File: src/rtl/core/ssh_pkg.sv
// ----------------------------------------------------------------------------
// ssh_pkg
// Shared types and constants for the symbol slot hash block.
// ----------------------------------------------------------------------------
package ssh_pkg;

  // hash constants
  localparam logic [31:0] MULT_SEED   = 32'hC613_FC15;
  localparam logic [31:0] MULT_FACTOR = 32'h5BD1_E995;
  localparam logic [31:0] JENK_SEED   = 32'h0000_0000;

  // configuration register indexes
  localparam logic CFG_HASH_SELECT  = 1'b0;
  localparam logic CFG_RESERVED_LOW = 1'b1;

  // hash_select codes
  localparam logic HASH_MULT    = 1'b0;
  localparam logic HASH_JENKINS = 1'b1;

  // configuration reset values
  localparam logic        HASH_SELECT_RST  = HASH_JENKINS;
  localparam logic [11:0] RESERVED_LOW_RST = 12'd2;

  // field widths
  localparam int CHAR_W = 8;
  localparam int HASH_W = 32;
  localparam int SLOT_W = 12;

  // queue status seen by front and back
  typedef struct packed {
    logic full;
    logic empty;
  } q_status_t;

  // back end sequencer states
  typedef enum logic [1:0] {
    BK_IDLE,
    BK_DIVIDE,
    BK_FINISH
  } back_state_t;

endpackage

File: src/rtl/core/symbol_slot_hash.sv
// ----------------------------------------------------------------------------
// symbol_slot_hash
// Symbol name hash with hash-table slot reduction.
// ----------------------------------------------------------------------------
// Usage:
//   Characters of a name arrive one per word on the in_ channel, with
//   in_last_char set on the final one. Each character is hashed in the
//   cycle it is accepted, so a name streams in at one character a cycle
//   while in_stall is low. On the last character the finished hash
//   enters a four-word queue. The back end takes one word from the queue
//   and forms the remainder by the usable range one bit per cycle, in a
//   load step, the divide steps and a finish step; it takes another
//   word only after the finish step has moved the result to out_. The
//   front keeps hashing until the queue fills, and then raises in_stall.
//   The cfg_ channel writes hash_select (index 0) and reserved_low
//   (index 1); cfg_ready is always high.
//   Reset (rst_n low, synchronous) restores the register defaults, clears
//   the queue and the output, and starts a new name.
//   While out_stall is high the result is held and the back end waits,
//   after which the queue and then in_stall back up.
// ----------------------------------------------------------------------------
module symbol_slot_hash #(
  parameter int TABLE_ENTRIES = 4096
) (
  input  logic        clk,
  input  logic        rst_n,
  // character channel
  input  logic        in_valid,
  output logic        in_stall,
  input  logic [7:0]  in_char_code,
  input  logic        in_exact_case,
  input  logic        in_last_char,
  // result channel
  output logic        out_valid,
  input  logic        out_stall,
  output logic [11:0] out_slot_index,
  output logic [31:0] out_raw_hash,
  // configuration channel
  input  logic        cfg_valid,
  output logic        cfg_ready,
  input  logic        cfg_index,
  input  logic [11:0] cfg_data
);

  localparam int SW = $clog2(TABLE_ENTRIES);
  localparam int QW = ssh_pkg::HASH_W + 2 * SW;

  ssh_pkg::q_status_t q_status;
  logic               q_push, q_pop;
  logic [QW-1:0]      q_wdata, q_rdata;

  assign cfg_ready = 1'b1;

  // hashing front
  ssh_front #(
    .TABLE_ENTRIES (TABLE_ENTRIES)
  ) u_front (
    .clk           (clk),
    .rst_n         (rst_n),
    .in_valid      (in_valid),
    .in_stall      (in_stall),
    .in_char_code  (in_char_code),
    .in_exact_case (in_exact_case),
    .in_last_char  (in_last_char),
    .cfg_valid     (cfg_valid),
    .cfg_index     (cfg_index),
    .cfg_data      (cfg_data),
    .q_status      (q_status),
    .q_push        (q_push),
    .q_wdata       (q_wdata)
  );

  // decoupling queue
  ssh_queue #(
    .W     (QW),
    .DEPTH (4)
  ) u_queue (
    .clk    (clk),
    .rst_n  (rst_n),
    .push   (q_push),
    .wdata  (q_wdata),
    .pop    (q_pop),
    .rdata  (q_rdata),
    .status (q_status)
  );

  // reducing back end
  ssh_back #(
    .TABLE_ENTRIES (TABLE_ENTRIES)
  ) u_back (
    .clk            (clk),
    .rst_n          (rst_n),
    .q_status       (q_status),
    .q_rdata        (q_rdata),
    .q_pop          (q_pop),
    .out_valid      (out_valid),
    .out_stall      (out_stall),
    .out_slot_index (out_slot_index),
    .out_raw_hash   (out_raw_hash)
  );

endmodule

File: src/rtl/core/ssh_front.sv
// ----------------------------------------------------------------------------
// ssh_front
// Per-character hash update and name-end classification; pushes finished
// hashes with their reduction range into the queue.
// ----------------------------------------------------------------------------
module ssh_front #(
  parameter int TABLE_ENTRIES = 4096
) (
  input  logic                        clk,
  input  logic                        rst_n,
  // character channel
  input  logic                        in_valid,
  output logic                        in_stall,
  input  logic [ssh_pkg::CHAR_W-1:0]  in_char_code,
  input  logic                        in_exact_case,
  input  logic                        in_last_char,
  // configuration
  input  logic                        cfg_valid,
  input  logic                        cfg_index,
  input  logic [11:0]                 cfg_data,
  // queue side
  input  ssh_pkg::q_status_t          q_status,
  output logic                        q_push,
  output logic [ssh_pkg::HASH_W+2*$clog2(TABLE_ENTRIES)-1:0] q_wdata
);

  localparam int          SW       = $clog2(TABLE_ENTRIES);
  localparam logic [31:0] RMAX     = 32'(TABLE_ENTRIES - 4);
  localparam logic [31:0] SPAN_TOP = 32'(TABLE_ENTRIES - 3);

  logic        hash_sel_r;
  logic [11:0] rsv_r;
  logic [31:0] run_r, run_nxt;
  logic        start_r;

  logic        accept;
  logic [7:0]  ch;
  logic [31:0] h0;
  logic [31:0] j1, j2, j3;
  logic [31:0] m_in, m_prod, m_out;
  logic [31:0] hc;
  logic [31:0] f1, f2, f3;
  logic [31:0] hf;
  logic [31:0] rsv_ext, rsat32, span32;

  // configuration registers
  always_ff @(posedge clk) begin
    if (!rst_n) begin
      hash_sel_r <= ssh_pkg::HASH_SELECT_RST;
      rsv_r      <= ssh_pkg::RESERVED_LOW_RST;
    end else if (cfg_valid) begin
      case (cfg_index)
        ssh_pkg::CFG_HASH_SELECT:  hash_sel_r <= cfg_data[0];
        ssh_pkg::CFG_RESERVED_LOW: rsv_r      <= cfg_data;
        default: ;
      endcase
    end
  end

  // stall only on a full queue
  assign in_stall = q_status.full;
  assign accept   = in_valid && !in_stall;

  // case folding of a-z
  always_comb begin
    ch = in_char_code;
    if (!in_exact_case && in_char_code >= 8'h61 && in_char_code <= 8'h7A) begin
      ch = in_char_code - 8'h20;
    end
  end

  // starting value
  always_comb begin
    if (start_r) begin
      h0 = (hash_sel_r == ssh_pkg::HASH_JENKINS) ? ssh_pkg::JENK_SEED
                                                 : ssh_pkg::MULT_SEED;
    end else begin
      h0 = run_r;
    end
  end

  // one-at-a-time character step
  always_comb begin
    j1 = h0 + {24'd0, ch};
    j2 = j1 + (j1 << 10);
    j3 = j2 ^ (j2 >> 6);
  end

  // multiply character step
  always_comb begin
    m_in   = h0 ^ {24'd0, ch};
    m_prod = m_in * ssh_pkg::MULT_FACTOR;
    m_out  = m_prod ^ (m_prod >> 15);
  end

  assign hc = (hash_sel_r == ssh_pkg::HASH_JENKINS) ? j3 : m_out;

  // final mix for one-at-a-time, fed from the one-at-a-time step only
  always_comb begin
    f1 = j3 + (j3 << 3);
    f2 = f1 ^ (f1 >> 11);
    f3 = f2 + (f2 << 15);
  end

  assign hf = (hash_sel_r == ssh_pkg::HASH_JENKINS) ? f3 : hc;

  // reduction range with saturated reserved count
  always_comb begin
    rsv_ext = {20'd0, rsv_r};
    rsat32  = (rsv_ext > RMAX) ? RMAX : rsv_ext;
    span32  = SPAN_TOP - rsat32;
  end

  assign run_nxt = in_last_char ? hf : hc;

  // running state
  always_ff @(posedge clk) begin
    if (!rst_n) begin
      run_r   <= 32'd0;
      start_r <= 1'b1;
    end else if (accept) begin
      run_r   <= run_nxt;
      start_r <= in_last_char;
    end
  end

  // push finished word
  assign q_push  = accept && in_last_char;
  assign q_wdata = {hf, span32[SW-1:0], rsat32[SW-1:0]};

endmodule

File: src/rtl/core/ssh_queue.sv
// ----------------------------------------------------------------------------
// ssh_queue
// Short register queue between the hashing front and the reducing back.
// ----------------------------------------------------------------------------
module ssh_queue #(
  parameter int W     = 56,
  parameter int DEPTH = 4
) (
  input  logic               clk,
  input  logic               rst_n,
  input  logic               push,
  input  logic [W-1:0]       wdata,
  input  logic               pop,
  output logic [W-1:0]       rdata,
  output ssh_pkg::q_status_t status
);

  localparam int AW = (DEPTH > 1) ? $clog2(DEPTH) : 1;
  localparam int CW = $clog2(DEPTH + 1);

  logic [W-1:0]  mem_r [DEPTH];
  logic [AW-1:0] wr_ptr_r, rd_ptr_r;
  logic [CW-1:0] count_r;
  logic          do_push, do_pop;

  assign status.full  = (count_r == CW'(DEPTH));
  assign status.empty = (count_r == '0);
  assign do_push      = push && !status.full;
  assign do_pop       = pop && !status.empty;
  assign rdata        = mem_r[rd_ptr_r];

  // storage
  always_ff @(posedge clk) begin
    if (do_push) begin
      mem_r[wr_ptr_r] <= wdata;
    end
  end

  // pointers and fill count
  always_ff @(posedge clk) begin
    if (!rst_n) begin
      wr_ptr_r <= '0;
      rd_ptr_r <= '0;
      count_r  <= '0;
    end else begin
      if (do_push) begin
        wr_ptr_r <= (wr_ptr_r == AW'(DEPTH - 1)) ? '0 : wr_ptr_r + 1'b1;
      end
      if (do_pop) begin
        rd_ptr_r <= (rd_ptr_r == AW'(DEPTH - 1)) ? '0 : rd_ptr_r + 1'b1;
      end
      if (do_push && !do_pop) begin
        count_r <= count_r + 1'b1;
      end else if (do_pop && !do_push) begin
        count_r <= count_r - 1'b1;
      end
    end
  end

endmodule

File: src/rtl/core/ssh_back.sv
// ----------------------------------------------------------------------------
// ssh_back
// Bit-serial remainder of the hash by the usable range, slot offset and
// output register.
// ----------------------------------------------------------------------------
module ssh_back #(
  parameter int TABLE_ENTRIES = 4096
) (
  input  logic                        clk,
  input  logic                        rst_n,
  // queue side
  input  ssh_pkg::q_status_t          q_status,
  input  logic [ssh_pkg::HASH_W+2*$clog2(TABLE_ENTRIES)-1:0] q_rdata,
  output logic                        q_pop,
  // result channel
  output logic                        out_valid,
  input  logic                        out_stall,
  output logic [ssh_pkg::SLOT_W-1:0]  out_slot_index,
  output logic [ssh_pkg::HASH_W-1:0]  out_raw_hash
);

  localparam int SW = $clog2(TABLE_ENTRIES);

  ssh_pkg::back_state_t state_r, state_nxt;

  logic [31:0]  shift_r, raw_r;
  logic [SW-1:0] span_r, rsat_r, rem_r;
  logic [4:0]   cnt_r;
  logic         load_out;
  logic         out_valid_r;
  logic [11:0]  out_slot_r;
  logic [31:0]  out_raw_r;

  logic [SW:0]   trial, diff;
  logic          ge;
  logic [SW-1:0] rem_nxt;
  logic [31:0]   slot_sum;

  // next state and handshakes
  always_comb begin
    state_nxt = state_r;
    q_pop     = 1'b0;
    load_out  = 1'b0;
    unique case (state_r)
      ssh_pkg::BK_IDLE: begin
        if (!q_status.empty) begin
          q_pop     = 1'b1;
          state_nxt = ssh_pkg::BK_DIVIDE;
        end
      end
      ssh_pkg::BK_DIVIDE: begin
        if (cnt_r == 5'd31) begin
          state_nxt = ssh_pkg::BK_FINISH;
        end
      end
      ssh_pkg::BK_FINISH: begin
        if (!out_valid_r || !out_stall) begin
          load_out  = 1'b1;
          state_nxt = ssh_pkg::BK_IDLE;
        end
      end
      default: state_nxt = ssh_pkg::BK_IDLE;
    endcase
  end

  always_ff @(posedge clk) begin
    if (!rst_n) begin
      state_r <= ssh_pkg::BK_IDLE;
    end else begin
      state_r <= state_nxt;
    end
  end

  // one remainder bit per cycle, msb first
  always_comb begin
    trial   = {rem_r, shift_r[31]};
    diff    = trial - {1'b0, span_r};
    ge      = (trial >= {1'b0, span_r});
    rem_nxt = ge ? diff[SW-1:0] : trial[SW-1:0];
  end

  // divider datapath
  always_ff @(posedge clk) begin
    if (q_pop) begin
      shift_r <= q_rdata[2*SW +: 32];
      raw_r   <= q_rdata[2*SW +: 32];
      span_r  <= q_rdata[SW +: SW];
      rsat_r  <= q_rdata[0 +: SW];
      rem_r   <= '0;
      cnt_r   <= '0;
    end else if (state_r == ssh_pkg::BK_DIVIDE) begin
      shift_r <= {shift_r[30:0], 1'b0};
      rem_r   <= rem_nxt;
      cnt_r   <= cnt_r + 5'd1;
    end
  end

  // slot offset above the reserved range
  assign slot_sum = 32'(rem_r) + 32'(rsat_r) + 32'd1;

  // output register
  always_ff @(posedge clk) begin
    if (!rst_n) begin
      out_valid_r <= 1'b0;
    end else if (load_out) begin
      out_valid_r <= 1'b1;
    end else if (!out_stall) begin
      out_valid_r <= 1'b0;
    end
  end

  always_ff @(posedge clk) begin
    if (load_out) begin
      out_slot_r <= slot_sum[11:0];
      out_raw_r  <= raw_r;
    end
  end

  assign out_valid      = out_valid_r;
  assign out_slot_index = out_slot_r;
  assign out_raw_hash   = out_raw_r;

endmodule

File: config.mk
export PLATFORM = sky130hd
export DESIGN_NAME = symbol_slot_hash
export DESIGN_NICKNAME = d
export VERILOG_FILES = /design/src/rtl/core/ssh_pkg.sv /design/src/rtl/core/symbol_slot_hash.sv /design/src/rtl/core/ssh_front.sv /design/src/rtl/core/ssh_queue.sv /design/src/rtl/core/ssh_back.sv
export SDC_FILE = /design/constraint.sdc
export NUM_CORES = 1
export LEC_CHECK = 0
export ABC_AREA = 1
export BUFFER_PORTS_ARGS = -buffer_cell sky130_fd_sc_hd__buf_2
export CORE_UTILIZATION = 65
export CTS_CLUSTER_SIZE = 25
export DETAILED_ROUTE_END_ITERATION = 8
export GPL_ROUTABILITY_DRIVEN = 1
export PLACE_DENSITY = 0.82
export SYNTH_ARGS = -nofsm -noshare
export SYNTH_HDL_FRONTEND = slang
export SYNTH_HIERARCHICAL = 1
export SYNTH_SLANG_ARGS = --single-unit
File: constraint.sdc
create_clock -name clk -period 26 [get_ports clk]
set_clock_uncertainty 0.1 [all_clocks]
set_input_delay 6.5 -clock clk [delete_from_list [all_inputs] [get_ports clk]]
set_output_delay 6.5 -clock clk [all_outputs]
set_load 0.02 [all_outputs]
==> summary.txt, run 1 <==
Status
  – Status: finished clean

Die
  – Core Footprint: around 50000 sq um
  – Io pins: 75
  – Die area: between 50000 and 60000 sq um
  – Rows: 82
  – Die W: roughly 230 um
  – Die Span Y: 228 um
  – Starting Density: approximately two thirds

Drt
  – Via count: 24900
  – DR iter-0 viols: roughly 2100
  – Residual DRC: 0
  – Routed wire length per instance: roughly 20 um
  – Vias/cell: 5.71
  – First drt pass iteration count: 6
  – Total wire length: between 80000 and 90000 um
  – Antenna Violating Nets Remaining: 0

Critical path
  – CP bufs+invs: 10
  – Slowest stage cell, crit path: ha_1
  – Worst setup path class: input port to register
  – CP dominant cell by count: nand2_1
  – Largest stage delay on the critical path: ~0.83 ns
  – CP Launch Type: input port
  – CP max FO: 15
  – Crit-path leading delay family: compound AO/OA/AOI/OAI gates
  – CP Capture Type: register
  – Critical Path RT: approximately 26 ns
  – Arrival @ worst endpoint: ~16 ns

Clock tree
  – Hold buffer count at CTS: 0
  – CTS clock-pin slew for the worst setup and hold paths: roughly 0.060 ns
  – CTS tree: built
  – Clock Path Buffers: 3
  – Root Driver: clkbuf_16
  – Clk sink count: 431
  – Cts repair resizes: 0
  – Worst skew pair latency: between 0.5 and 0.6 ns
  – Post-CTS setup buffers: 0
  – CTS Buf Count: 39
  – H-Tree Depth: 2

Placed design
  – Area after DPL: about 34000 sq um
  – Final GP Congestion: approximately 1
  – Detail Placement HPWL: approximately 66000 um
  – PortBufs: between 70 and 80

Yosys
  – Cells after synthesis: approximately 3600
  – Synth Net Count: around 4100
  – Netlist cell types: 70
  – Synth warn: 6
  – Avg Inst Size Synth: 9.22 sq um
  – Synthesized cell area: about 33000 sq um
  – Sequential share of the synthesized area: 36.6%
  – Yosys reg bits: about 430

Global routing
  – Largest net degree at the start of global routing: 97
  – Global-route wire length before repair: ~130000 um
  – Antenna violations before repair: 0
  – GRT overflow: 0
  – Vias in the first global route: approximately 24000
  – Tot GR Track Use: between 30% and 40%

Final layout
  – Fillers: approximately 3800
  – Design area: about 35000 sq um
  – Syn-to-layout area delta: 6.51%
  – Sequential cell area: approximately 12000 sq um
  – Final nets: 4181
  – Diode count: 0
  – Most frequent cells in the layout: nand2_1, inv_1, edfxtp_1
  – Multi-input logic area: between 15000 and 20000 sq um
  – Share of cells above drive strength 1: between 10 and 15%
  – Most common cell after layout, fill and taps aside: nand2_1

Timing
  – Setup tns final: 0 ns
  – Minimum clock period: 16.15 ns
  – Final Setup Violations: 0
  – Final hold violations: 0
  – Slew at the pin with the worst max-slew slack: about 1.2 ns
  – Unrepaired setup endpoints after global routing: false
  – Fin crit share: ~62%
  – Final Slew Violations: 0
  – Worst slew margin: 20.3%
  – Fmax: 61.9 MHz

Flow run
  – Number of max-cap violations: 0

Hold path
  – Hold WC Path Type: register to register
[sequential cells by signal, indices dropped and copies added, names as in the netlist, 12 cells and up, named ones only]
register	count
u_back/out_slot_index	12
u_back/raw_r	32
u_back/span_r	12
u_back/rem_r	12
u_back/out_raw_hash	32
u_front/rsv_r	12
u_back/shift_r	32
u_front/run_r	32
u_back/rsat_r	12
u_queue/mem_r	224
[path summary, 6_finish.rpt]
| check | start | end | slack, ns | cells past startpoint |
|---|---|---|---|---|
| setup / recovery | in_char_code[3] | u_queue/mem_r[0][55] | 9.85 | 66 |
| hold / removal | u_back/raw_r[5] | u_back/out_raw_hash[5] | 0.32 | 0 |
| setup reg to reg | u_front/start_r | u_queue/mem_r[0][55] | 15.15 | 60 |
| hold reg to reg | u_back/raw_r[5] | u_back/out_raw_hash[5] | 0.32 | 0 |
[logic make-up after synthesis]
family	Yosys count	synth area share [%]
buf+inv	742	8.99
fa+ha+maj	493	22.7
compound gates	458	8.54
other cells	1	0.0113
flops	431	36.6
xor+xnor	193	5.29
simple gates	1296	17.9
[Yosys cell counts (all sizes together)]
cell,number,area share [%]
a32oi,1,0.026
a21o,5,0.11
conb,1,0.011
o221ai,5,0.13
a22o,2,0.053
clkbuf,50,0.56
ha,309,12
o211ai,26,0.59
xnor2,56,1.5
or2,12,0.23
o21ai,196,3.1
nor4,4,0.094
o22ai,56,1.4
and2,4,0.075
o31ai,2,0.086
a21oi,119,1.9
edfxtp,356,32
or3,1,0.019
nor3,9,0.15
inv,647,7.3
fa,184,11
clkinv,5,0.056
a211oi,2,0.045
a41oi,1,0.026
o2111ai,22,0.58
o221a,1,0.034
a21boi,3,0.068
nand4,28,0.54
nand2,746,9.2
o21a,4,0.090
dfxtp,75,4.5
a31oi,6,0.13
buf,40,1.0
nor2b,1,0.041
nor2,290,4.0
o21bai,7,0.16
xor2,137,3.8
nand3,193,3.4
nand3b,8,0.18
[worst reg2reg max path, delay by kind of cell, from the launching register on]
family / cells / cell delay (ns)
AO/OA/AOI/OAI: 11 / 2.54
XOR/XNOR: 5 / 1.19
buffers and inverters: 8 / 0.95
AND/OR/NAND/NOR: 31 / 3.05
flip-flops: 1 / 0.31
adder cells (fa/ha/maj): 5 / 2.45
[metal layers]
metal	vias up	share of wire, %	wire [um]	track usage (%)
met5	-	0	0	0
met3	189	7.0	5960	4.18
met2	1039	48	41100	55.8
li1	11900	-	-	-
met4	0	4.1	3530	12.9
met1	11800	41	35000	43.3
[layout make-up]
cell class	instances	share of cell area, %
timing repair buffer	95	1.50
inverter	652	6.93
clock buffer	52	3.01
multi-input combinational	2441	51.2
sequential	431	34.4
tap	672	2.37
clock inverter	18	0.603
[per-stage QoR]
| stage | hold slack [ns] | std cells | util [%] | setup WS [ns] |
|---|---|---|---|---|
| 2_1_floorplan | 0.300 | 3614 | - | 11.22 |
| 3_3_place_gp | 0.301 | 4291 | 67.9 | 9.74 |
| 3_5_place_dp | 0.305 | 4291 | 67.9 | 9.47 |
| 4_1_cts | 0.320 | 4361 | 70.4 | 9.99 |
| 5_1_grt | 0.333 | 4361 | 70.4 | 8.67 |
| 6_report | 0.317 | 4361 | 70.4 | 9.85 |
Power of run 1 is left out: the tool's default activity adds up to more than one toggle a clock period on the data nets, which glitch-free logic cannot reach.
==> inputs of run 2 (changes only) <==
--- a/config.mk
+++ b/config.mk
@@ -7,11 +7,11 @@
 export LEC_CHECK = 0
 export ABC_AREA = 1
 export BUFFER_PORTS_ARGS = -buffer_cell sky130_fd_sc_hd__buf_2
-export CORE_UTILIZATION = 65
+export CORE_UTILIZATION = 58
 export CTS_CLUSTER_SIZE = 25
 export DETAILED_ROUTE_END_ITERATION = 8
 export GPL_ROUTABILITY_DRIVEN = 1
-export PLACE_DENSITY = 0.82
+export PLACE_DENSITY = 0.78
 export SYNTH_ARGS = -nofsm -noshare
 export SYNTH_HDL_FRONTEND = slang
 export SYNTH_HIERARCHICAL = 1
==> constraint.sdc (replaced) <==
create_clock -name clk -period 14.4 [get_ports clk]
set_clock_uncertainty 0.1 [all_clocks]
set_input_delay 3.6 -clock clk [delete_from_list [all_inputs] [get_ports clk]]
set_output_delay 3.6 -clock clk [all_outputs]
set_load 0.02 [all_outputs]
==> run 2 against run 1 <==
- via count down 0.32%
- global-route usage down 3.9 points
- final cell count up 1.9%
- utilization down 7.5 points
- sequential share of layout area down 0.12 points
==> summary.txt, run 2 (synthesis gave the netlist of run 1 again) <==
Status
  – Status: finished clean

Timing
  – Slew at the pin with the worst max-slew slack: 1.23 ns (+0.0408 ns)
  – PnR worst setup slack: 1.36 ns (-8.49 ns)
  – Final Slew Violations: 0 (unchanged)
  – Worst Hold Slack: 0.315 ns (-0.00226 ns)
  – Final hold violations: 0 (unchanged)
  – Final Setup Violations: 0 (unchanged)
  – Minimum clock period: 13.04 ns
  – Fin crit share: between 90% and 100%
  – Worst slew margin: 16.9% (-3.4 points)
  – Setup tns final: 0 ns (unchanged)
  – Unrepaired setup endpoints after global routing: false
  – Fmax: ~77 MHz

Final layout
  – Sequential cell area: 12200 sq um (unchanged)
  – Most frequent cells in the layout: nand2_1, inv_1, edfxtp_1
  – Fillers: 4611 (+23%)
  – Final nets: 4181 (unchanged)
  – Max reg flops: 224 (unchanged)
  – Most common cell after layout, fill and taps aside: nand2_1
  – Diode count: 0 (unchanged)
  – Multi-input logic area: 18200 sq um (about the same)
  – Largest register by flop count: u_queue/mem_r
  – Share of cells above drive strength 1: 11.0% (+0.078 points)
  – Fin cells: 4446 (+1.9%)
  – Syn-to-layout area delta: 6.88%

Clock tree
  – Post-CTS setup buffers: 0 (unchanged)
  – Root Driver: clkbuf_16
  – Cts repair resizes: 0 (unchanged)
  – CTS clock-pin slew for the worst setup and hold paths: 0.06 ns (about the same)
  – H-Tree Depth: 2 (unchanged)
  – Clock Path Buffers: 3 (unchanged)
  – Worst skew pair latency: 0.55 ns (about the same)
  – CTS Buf Count: 38 (-2.6%)
  – Hold buffer count at CTS: 0 (unchanged)
  – Clk sink count: 431 (unchanged)
  – CTS tree: built

Flow run
  – Number of max-cap violations: 0 (unchanged)

Drt
  – Routed wire length per instance: 19.1 um (-2.5%)
  – Antenna Violating Nets Remaining: 0 (unchanged)
  – Residual DRC: 0 (unchanged)
  – First drt pass iteration count: 6 (unchanged)
  – Vias/cell: 5.58 (-2.2%)
  – Via count: 24800 (-0.32%)
  – DR iter-0 viols: 2355 (+12%)
  – Total wire length: 85000 um (-0.64%)

Hold path
  – Hold WC Path Type: register to register
  – Hold wc startpoint: u_back/raw_r[26]
  – Hold Path End: u_back/out_raw_hash[26]
  – Hold depth: 0 (unchanged)

Global routing
  – Largest net degree at the start of global routing: 94 (-3.1%)
  – Global-route wire length before repair: 132000 um (+0.14%)
  – Vias in the first global route: 24000 (-0.56%)
  – GRT overflow: 0 (unchanged)
  – Antenna violations before repair: 0 (unchanged)
  – Tot GR Track Use: 29.1% (-3.9 points)

Critical path
  – Critical R2R Launch: u_front/start_r
  – Largest stage delay on the critical path: 0.67 ns (-0.16 ns)
  – CP Launch Type: input port
  – Arrival @ worst endpoint: 13.22 ns (-3.11 ns)
  – CP max FO: 9 (-6)
  – Worst setup path class: input port to register
  – CP dominant cell by count: nand2_1
  – Slowest stage cell, crit path: ha_1
  – Reg2Reg Setup Slack: 3.53 ns (-11.62 ns)
  – FF-to-FF End: u_queue/mem_r[0][55]
  – CP Capture Type: register
  – R2R depth: 62 (+3.3%)
  – Critical Path RT: 14.58 ns (-11.60 ns)

Die
  – Rows: 87 (+6.1%)
  – Die Span Y: 242 um (+5.8%)
  – Core Footprint: 56600 sq um (+12%)
  – Die area: 58400 sq um (+12%)
  – Io pins: 75 (unchanged)
  – Die W: 242 um (+5.8%)
  – Starting Density: 58.8% (-7.3 points)

Placed design
  – Pre-CTS setup slack: 0.867 ns (-8.60 ns)
  – Placed Cells: 4376 (+2.0%)
  – Final GP Congestion: 1.04 (+3.9%)
  – PortBufs: 73 (unchanged)
  – Detail Placement HPWL: 66500 um (+0.22%)
## run 2: worst max-delay path: cells and delay by family
kind	cells	cell delay, ns
fa+ha+maj	5	1.86
xor+xnor	4	0.97
simple gates	29	2.69
compound gates	16	3.44
buf+inv	10	0.65
## run 2: cell type report
type	instances	share of cell area (%)
clock buffers	43	2.75
clock inverters	27	0.865
inverters	652	6.90
multi-input cells	2441	51.0
flip-flops and latches	431	34.3
well taps	756	2.66
repair buffers	96	1.51
## run 2: layer usage
metal / GRT usage [%] / routed length, um
met5: 0 / 0
met4: 11.8 / 3730
met3: 4.00 / 6410
met2: 47.2 / 39600
met1: 39.3 / 35200
## run 2: through the flow
stage                     instance area [sq um]  utilization (%)
after floorplan                           33300                -
after global placement                    34300             60.6
after detailed placement                  34300             60.6
after CTS                                 35600             62.9
after global routing                      35600             62.9
final                                     35600             62.9
## run 2: worst max path at each step
stage,cells past startpoint,endpoint,from
after CTS,65,u_queue/mem_r[0][55],in_char_code[7]
final,64,u_queue/mem_r[0][55],in_char_code[7]
after global routing,64,u_queue/mem_r[0][55],in_char_code[7]
after global placement,65,u_queue/mem_r[3][55],in_char_code[7]
after detailed placement,65,u_queue/mem_r[0][55],in_char_code[7]
after floorplan,65,u_queue/mem_r[0][55],in_char_code[3]
Power of run 2 is left out for the same reason.
